**config.mk**
```make
export PLATFORM = sky130hd
export DESIGN_NAME = sorted_priority_queue
export DESIGN_NICKNAME = d
export VERILOG_FILES = /design/src/hw/rtl/spq_pkg.sv /design/src/hw/rtl/spq_cell.sv /design/src/hw/rtl/sorted_priority_queue.sv
export VERILOG_INCLUDE_DIRS = /design/src /design/src/hw/rtl
export SDC_FILE = /design/constraint.sdc
export NUM_CORES = 2
export LEC_CHECK = 0
export BUFFER_PORTS_ARGS = -buffer_cell sky130_fd_sc_hd__buf_2
export CAP_MARGIN = 10
export CORE_MARGIN = 2
export CORE_UTILIZATION = 48
export DETAILED_ROUTE_END_ITERATION = 8
export GPL_TIMING_DRIVEN = 0
export HOLD_SLACK_MARGIN = 0.05
export PLACE_DENSITY = 0.64
export REMOVE_ABC_BUFFERS = 1
export SYNTH_ARGS = -nofsm -noshare
export SYNTH_HDL_FRONTEND = slang
export SYNTH_SLANG_ARGS = --single-unit
```
**constraint.sdc**
```tcl
create_clock -name clk -period 4.7 [get_ports clk]
set_input_delay 0.235 -clock clk [delete_from_list [all_inputs] [get_ports clk]]
set_output_delay 0.235 -clock clk [all_outputs]
set_load 0.1 [all_outputs]
```
**src/hw/rtl/sorted_priority_queue_defines.svh**
```systemverilog
// Assertion macros shared by the sorted priority queue RTL.
// Expects clk and rst_n in the scope of every use.
`ifndef SORTED_PRIORITY_QUEUE_DEFINES_SVH
`define SORTED_PRIORITY_QUEUE_DEFINES_SVH

// same-cycle implication
`define SPQ_ASSERT_IMP(lbl, ante, cons, msg) \
    lbl: assert property (@(posedge clk) disable iff (!rst_n) (ante) |-> (cons)) \
        else $error(msg);

// next-cycle implication
`define SPQ_ASSERT_NXT(lbl, ante, cons, msg) \
    lbl: assert property (@(posedge clk) disable iff (!rst_n) (ante) |=> (cons)) \
        else $error(msg);

`endif

```
**src/hw/rtl/spq_pkg.sv**
```systemverilog
// Package for the sorted priority queue: codes, cell control struct, defaults.
// No dependencies.
`timescale 1ns / 1ps

package spq_pkg;

    localparam int SPQ_CAPACITY = 16;
    localparam int SPQ_DATA_W   = 32;

    typedef enum logic [1:0] {
        ACT_INSERT = 2'd0,
        ACT_REMOVE = 2'd1,
        ACT_FIND   = 2'd2
    } action_t;

    typedef enum logic [1:0] {
        ST_DONE      = 2'd0,
        ST_NOT_FOUND = 2'd1,
        ST_FULL      = 2'd2
    } status_t;

    typedef enum logic [1:0] {
        PH_IDLE,
        PH_CMP,
        PH_UPD
    } phase_t;

    typedef enum logic [1:0] {
        OP_HOLD,
        OP_INSERT,
        OP_REMOVE
    } cell_op_t;

    typedef struct packed {
        logic     cmp_en;
        cell_op_t op;
    } cell_ctrl_t;

endpackage

```
**src/hw/rtl/spq_cell.sv**
```systemverilog
// One slot of the sorted chain: holds an entry and its compare flags.
// Depends on spq_pkg.
`timescale 1ns / 1ps

module spq_cell (
    input  logic                              clk,
    input  logic                              rst_n,
    input  spq_pkg::cell_ctrl_t               ctrl,
    input  logic                              occupied,
    input  logic signed [spq_pkg::SPQ_DATA_W-1:0] cmp_key,
    input  logic signed [spq_pkg::SPQ_DATA_W-1:0] ins_key,
    input  logic signed [spq_pkg::SPQ_DATA_W-1:0] left_entry,
    input  logic                              left_ge,
    input  logic signed [spq_pkg::SPQ_DATA_W-1:0] right_entry,
    output logic signed [spq_pkg::SPQ_DATA_W-1:0] entry,
    output logic signed [spq_pkg::SPQ_DATA_W-1:0] entry_next,
    output logic                              ge,
    output logic                              eq
);
    import spq_pkg::*;

    logic signed [SPQ_DATA_W-1:0] entry_reg;
    logic                         ge_reg;
    logic                         eq_reg;

    always_comb
    begin
        entry_next = entry_reg;
        case (ctrl.op)
            OP_INSERT:
            begin
                if (ge_reg)
                begin
                    entry_next = left_ge ? left_entry : ins_key;
                end
            end
            OP_REMOVE:
            begin
                if (ge_reg)
                begin
                    entry_next = right_entry;
                end
            end
            default:
            begin
                entry_next = entry_reg;
            end
        endcase
    end

    always_ff @(posedge clk)
    begin
        entry_reg <= entry_next;
    end

    // ge: first cell at or past the key starts the boundary (empty slots count as ge)
    always_ff @(posedge clk or negedge rst_n)
    begin
        if (!rst_n)
        begin
            ge_reg <= 1'b0;
            eq_reg <= 1'b0;
        end
        else if (ctrl.cmp_en)
        begin
            ge_reg <= !occupied || (entry_reg >= cmp_key);
            eq_reg <= occupied && (entry_reg == cmp_key);
        end
    end

    assign entry = entry_reg;
    assign ge    = ge_reg;
    assign eq    = eq_reg;

endmodule

```
**src/hw/rtl/sorted_priority_queue.sv**
```systemverilog
// Top level of the sorted priority queue: command FSM, chain of cells, results.
// Depends on spq_pkg, spq_cell and sorted_priority_queue_defines.svh.
//
// channel   direction  handshake             payload
// request   in         start & !busy         action, value
// result    out        done (one cycle)      status, position, head_value,
//                                            head_valid, entry_count
//
// A request has a compare phase, which compares the key in every cell, and an
// update phase, which shifts the chain and registers the result and done. busy
// is high only in compare, so a new request can be taken during the update phase.
// Reset empties the store at once; entry contents are not cleared.
// The result receiver cannot stall; results are never held back.
`timescale 1ns / 1ps
`include "sorted_priority_queue_defines.svh"

module sorted_priority_queue #(
    parameter int CAPACITY = spq_pkg::SPQ_CAPACITY
) (
    input  logic                                  clk,
    input  logic                                  rst_n,
    input  logic                                  start,
    output logic                                  busy,
    input  logic [1:0]                            action,
    input  logic signed [spq_pkg::SPQ_DATA_W-1:0] value,
    output logic                                  done,
    output logic [1:0]                            status,
    output logic [3:0]                            position,
    output logic signed [spq_pkg::SPQ_DATA_W-1:0] head_value,
    output logic                                  head_valid,
    output logic [4:0]                            entry_count
);
    import spq_pkg::*;

    localparam int IW = $clog2(CAPACITY);
    localparam int CW = $clog2(CAPACITY + 1);

    phase_t phase_reg, phase_next;
    logic   accept;

    logic signed [SPQ_DATA_W-1:0] key_reg;
    logic [1:0]                   act_reg;
    logic signed [SPQ_DATA_W-1:0] upd_key_reg;
    logic [1:0]                   upd_act_reg;
    logic [CW-1:0]                count_reg, count_next;

    logic                         done_reg;
    status_t                      status_reg, status_next;
    logic [IW-1:0]                pos_reg, pos_next;
    logic signed [SPQ_DATA_W-1:0] head_reg, head_next;
    logic                         hvalid_reg;

    cell_ctrl_t ctrl;
    cell_op_t   op_upd;

    logic signed [SPQ_DATA_W-1:0] ent      [CAPACITY];
    logic signed [SPQ_DATA_W-1:0] ent_next [CAPACITY];
    logic [CAPACITY-1:0]          ge_vec;
    logic [CAPACITY-1:0]          eq_vec;
    logic [CAPACITY-1:0]          bnd_vec;
    logic                         found;
    logic [IW-1:0]                bnd_idx;

    logic [IW+3:0]                pos_wide;
    logic [CW+4:0]                cnt_wide;

    assign accept = start && !busy;

    // next state
    always_comb
    begin
        phase_next = phase_reg;
        case (phase_reg)
            PH_IDLE: phase_next = start ? PH_CMP : PH_IDLE;
            PH_CMP:  phase_next = PH_UPD;
            PH_UPD:  phase_next = start ? PH_CMP : PH_IDLE;
            default: phase_next = PH_IDLE;
        endcase
    end

    // outputs of the FSM
    always_comb
    begin
        busy        = 1'b0;
        ctrl.cmp_en = 1'b0;
        ctrl.op     = OP_HOLD;
        case (phase_reg)
            PH_CMP:
            begin
                busy        = 1'b1;
                ctrl.cmp_en = 1'b1;
            end
            PH_UPD:
            begin
                ctrl.op = op_upd;
            end
            default:
            begin
                busy = 1'b0;
            end
        endcase
    end

    always_ff @(posedge clk or negedge rst_n)
    begin
        if (!rst_n)
        begin
            phase_reg <= PH_IDLE;
            count_reg <= '0;
            done_reg  <= 1'b0;
        end
        else
        begin
            phase_reg <= phase_next;
            done_reg  <= (phase_reg == PH_UPD);
            if (phase_reg == PH_UPD)
            begin
                count_reg <= count_next;
            end
        end
    end

    always_ff @(posedge clk)
    begin
        if (accept)
        begin
            key_reg <= value;
            act_reg <= action;
        end
        if (phase_reg == PH_CMP)
        begin
            upd_key_reg <= key_reg;
            upd_act_reg <= act_reg;
        end
        if (phase_reg == PH_UPD)
        begin
            status_reg <= status_next;
            pos_reg    <= pos_next;
            head_reg   <= head_next;
            hvalid_reg <= (count_next != '0);
        end
    end

    genvar gi;
    generate
        for (gi = 0; gi < CAPACITY; gi++)
        begin : g_cell
            logic signed [SPQ_DATA_W-1:0] left_e;
            logic signed [SPQ_DATA_W-1:0] right_e;
            logic                         left_g;

            if (gi == 0)
            begin : g_first
                assign left_e = upd_key_reg;
                assign left_g = 1'b0;
            end
            else
            begin : g_mid
                assign left_e = ent[gi-1];
                assign left_g = ge_vec[gi-1];
            end

            if (gi == CAPACITY - 1)
            begin : g_last
                assign right_e = ent[gi];
            end
            else
            begin : g_inner
                assign right_e = ent[gi+1];
            end

            spq_cell u_cell (
                .clk         (clk),
                .rst_n       (rst_n),
                .ctrl        (ctrl),
                .occupied    (CW'(gi) < count_reg),
                .cmp_key     (key_reg),
                .ins_key     (upd_key_reg),
                .left_entry  (left_e),
                .left_ge     (left_g),
                .right_entry (right_e),
                .entry       (ent[gi]),
                .entry_next  (ent_next[gi]),
                .ge          (ge_vec[gi]),
                .eq          (eq_vec[gi])
            );

            assign bnd_vec[gi] = ge_vec[gi] && !left_g;
        end
    endgenerate

    always_comb
    begin
        bnd_idx = '0;
        for (int i = 0; i < CAPACITY; i++)
        begin
            if (bnd_vec[i])
            begin
                bnd_idx = bnd_idx | IW'(i);
            end
        end
    end

    assign found = |(bnd_vec & eq_vec);

    always_comb
    begin
        op_upd      = OP_HOLD;
        status_next = ST_NOT_FOUND;
        pos_next    = '0;
        count_next  = count_reg;
        case (action_t'(upd_act_reg))
            ACT_INSERT:
            begin
                if (count_reg == CW'(CAPACITY))
                begin
                    status_next = ST_FULL;
                end
                else
                begin
                    op_upd      = OP_INSERT;
                    status_next = ST_DONE;
                    pos_next    = bnd_idx;
                    count_next  = count_reg + CW'(1);
                end
            end
            ACT_REMOVE:
            begin
                if (found)
                begin
                    op_upd      = OP_REMOVE;
                    status_next = ST_DONE;
                    pos_next    = bnd_idx;
                    count_next  = count_reg - CW'(1);
                end
            end
            ACT_FIND:
            begin
                if (found)
                begin
                    status_next = ST_DONE;
                    pos_next    = bnd_idx;
                end
            end
            default:
            begin
                status_next = ST_NOT_FOUND;
            end
        endcase
    end

    assign head_next = (count_next != '0) ? ent_next[0] : '0;

    assign pos_wide = {4'b0, pos_reg};
    assign cnt_wide = {5'b0, count_reg};

    assign done        = done_reg;
    assign status      = status_reg;
    assign position    = pos_wide[3:0];
    assign head_value  = head_reg;
    assign head_valid  = hvalid_reg;
    assign entry_count = cnt_wide[4:0];

    `SPQ_ASSERT_NXT(a_done_after_upd, phase_reg == PH_UPD, done_reg, "done must follow update")
    `SPQ_ASSERT_IMP(a_count_bound, 1'b1, count_reg <= CW'(CAPACITY), "count beyond capacity")
    `SPQ_ASSERT_IMP(a_full_status, done_reg && status_reg == ST_FULL,
                    count_reg == CW'(CAPACITY), "full status with free slots")
    `SPQ_ASSERT_IMP(a_head_valid, done_reg, hvalid_reg == (count_reg != '0),
                    "head valid disagrees with count")

endmodule

```
==> metrics <==
status=finished, final reports clean; WL/cell=22.0 um; DIE AREA=0.0910 mm2; core area=0.0881 mm2; mux cell area share after synthesis=0.116; clock period minus final worst setup slack=4540 ps; number of synthesized register bits=659; post-route ant nets=0; internal power=0.0109 W; largest family of logic cells by synthesized area=adder cells; share of layout cells above drive strength 1=0.0937; Main synth FF type=edfxtp_1; Post-Route Setup TNS=0 ps; Hold EP=key_reg[25]$_DFFE_PP_; asr flop ratio synth=0.0607; max reg flops=512; sequential share of power=0.463; Design Area, Final=0.0483 mm2; fin crit share=0.965; Root Driver=clkbuf_16; Max Cap Viol=0; xor/xnor share of the synthesized area=0.000206; die span in y=302 um; DP Area=0.0446 mm2; Worst Reg2Reg Path Length in Cells=14; initial antenna violation count=0; Initial DRC Count=2733; Setup WS post-layout=163 ps; Final Hold Viols=0; Adder-Cell Fraction of Synth Area=0.153; synth unique cells=75; PortBufs=82; Overall Global Routing Usage=0.250; Clock Power Share=0.411; Yosys warnings=0; critical path's top delay family=simple AND/OR/NAND/NOR gates; WHS=303 ps; CTS clk-pin slew, worst paths=60 ps; first-pass GRT wire length=177000 um; vias in the first global route=30400; CP cell instances=buf_12 > nor2b_2 > a22oi_1 > and4_4 > a21oi_1 > nand2_1 > inv_1 > ha_4 > buf_16 > buf_16 > buf_16 > nor2_4 > nor2_1 > nor2_4; cell mode on critical path=buf_16; Final Slew Violations=0; PwrDens=308 mW/mm2; number of diodes=0; # rows=109; EDFF count, synth=587; CTS Buffer Depth=3; Worst R2R Setup Slack=160 ps; kind of end point of the critical path=flop; Req. time, crit path=4960 ps; Finished Core Util=0.548; DP HPWL=85000 um; syn_area_per_cell=10.7 um2; worst r2r dst=g_cell[6].u_cell.entry[18]$_DFFE_PP_; Worst Tran Pin Value=1170 ps; initial core utilization=0.483; worst slack at placement=-1450 ps; CTS Buf Count=78; Max-slew headroom=0.198; combinational share of power=0.126; Area growth syn-to-layout=13.5%; most common cell after layout, fill and taps aside=edfxtp_1; CTS tree=built; CTS HTree Levels=3; DR vias/cell=5.92; Hold Crit Class=input port to flop; sequential fraction of the synthesis area=0.453; hold path cells=2; Layout Nets=4579; min-delay src=value[25]; Worst setup SP type=flop; Crit path largest cell delay=690 ps; Netlist Area Pre-Place=0.0425 mm2; Peak VDD IR=313 uV; Die W=302 um; GPL Wtd Cong=0.924; Routed WL=116000 um; Synth Instances=3966; clock latency on the worst-skew pair=640 ps; Synth Area in Simple Gates=0.0996; I/O pin cnt=83; Crit path arrival time=4800 ps; Crit Path Max Fanout=73; remaining global-route overflow=0; # setup viols final=0; Crit Path Class=flop to flop; routed vias=31100; P_sw=0.00396 W; commonest non-fill, non-tap cells in the layout=edfxtp_1, nand2_1, o21ai_0; RSZ-0062 raised after global routing=false; WP buf/inv=5; DRC Markers=0; TritonRoute pass-1 iters=6; compound-gate portion of the synthesized area=0.149; clk sink count=659; reg-to-reg startpoint=g_cell[0].u_cell.ge$_DFFE_PN0P_; Clock Skew=27.8 ps; Sw Ratio=0.266; Leakage=21.1 nW; Max Freq=0.220 GHz; critical path's slowest cell=dfrtp_2; largest net degree at the start of global routing=110
## power groups by stage
stage                     clock network (W)  logic, W  registers, W
after CTS                           0.00623   0.00187       0.00688
after detailed placement                  0   0.00181       0.00700
final                               0.00612   0.00188       0.00689
after floorplan                           0   0.00107       0.00712
after global routing                0.00645   0.00208       0.00691
after global placement                    0   0.00161       0.00711
## per-stage QoR
stage,total power [W],cells
2_1_floorplan,0.00819,3736
3_3_place_gp,0.00872,4983
3_5_place_dp,0.00880,5022
4_1_cts,0.0150,5242
5_1_grt,0.0154,5251
6_report,0.0149,5251
## repair_timing
action / 4_1_cts / 5_1_grt
hold buffers: 36 / 0
setup endpoints to repair: 512 / 510
resized for setup: 18 / 1
hold endpoints to repair: 75 / 0
pin swaps: 21 / 1
setup buffers: 32 / 6
cloned: 7 / 2
## cell usage after synthesis, types with 12 or more instances
library cell / instances / share of area
a21boi_1: 20 / 0.0035
a21o_1: 170 / 0.030
a21oi_1: 163 / 0.019
a22oi_1: 40 / 0.0071
and4_1: 13 / 0.0027
buf_1: 32 / 0.0028
clkbuf_1: 176 / 0.016
dfrtp_1: 40 / 0.024
dfxtp_1: 32 / 0.015
edfxtp_1: 587 / 0.41
ha_1: 521 / 0.15
inv_1: 73 / 0.0064
mux2_2: 36 / 0.0095
mux2i_1: 453 / 0.11
nand2_1: 560 / 0.049
nand2b_1: 14 / 0.0021
nand3_1: 19 / 0.0022
nand4_1: 121 / 0.018
nor2_1: 99 / 0.0087
nor2b_1: 37 / 0.0054
nor3_1: 16 / 0.0019
nor4_1: 21 / 0.0031
o211ai_1: 12 / 0.0021
o21ai_0: 540 / 0.064
o31ai_1: 13 / 0.0023
## cell families after synthesis
group                      after synthesis
buffers and inverters                  304
adders and majority gates              521
DFF                                    659
and+or+nand+nor                        934
AOI/OAI and AO/OA                     1058
muxes                                  489
xor gates and xnor gates                 1
## area by class of cell
| class | instances | area (um2) |
|---|---|---|
| fillers | 7641 | 39800 |
| multi-input cells | 3010 | 22300 |
| flip-flops and latches | 659 | 19300 |
| repair buffers | 198 | 2430 |
| clock buffers | 112 | 2240 |
| well taps | 1165 | 1460 |
| clock inverters | 33 | 303 |
| inverters | 74 | 282 |
## routing by layer
metal	global-route usage	wire length, um	up-vias
met5	0	0	-
met4	0.0870	3730	0
met3	0.0351	6920	169
met2	0.403	52800	978
met1	0.345	52200	14800
li1	-	-	15100
## worst max path at each step
stage	startpoint	slack, ps	depth (start not counted)	endpoint
finish	g_cell[0].u_cell.ge$_DFFE_PN0P_	160	14	g_cell[6].u_cell.entry[18]$_DFFE_PP_
floorplan	g_cell[6].u_cell.ge$_DFFE_PN0P_	-17140	12	head_value[0]$_SDFFCE_PN0P_
global placement	g_cell[13].u_cell.ge$_DFFE_PN0P_	-29700	12	head_value[1]$_SDFFCE_PN0P_
global route	g_cell[2].u_cell.ge$_DFFE_PN0P_	20	18	head_value[6]$_SDFFCE_PN0P_
detailed placement	g_cell[9].u_cell.ge$_DFFE_PN0P_	-1450	14	g_cell[6].u_cell.entry[21]$_DFFE_PP_
CTS	g_cell[9].u_cell.ge$_DFFE_PN0P_	10	17	head_value[1]$_SDFFCE_PN0P_
Power figures use the tool's default switching activity.
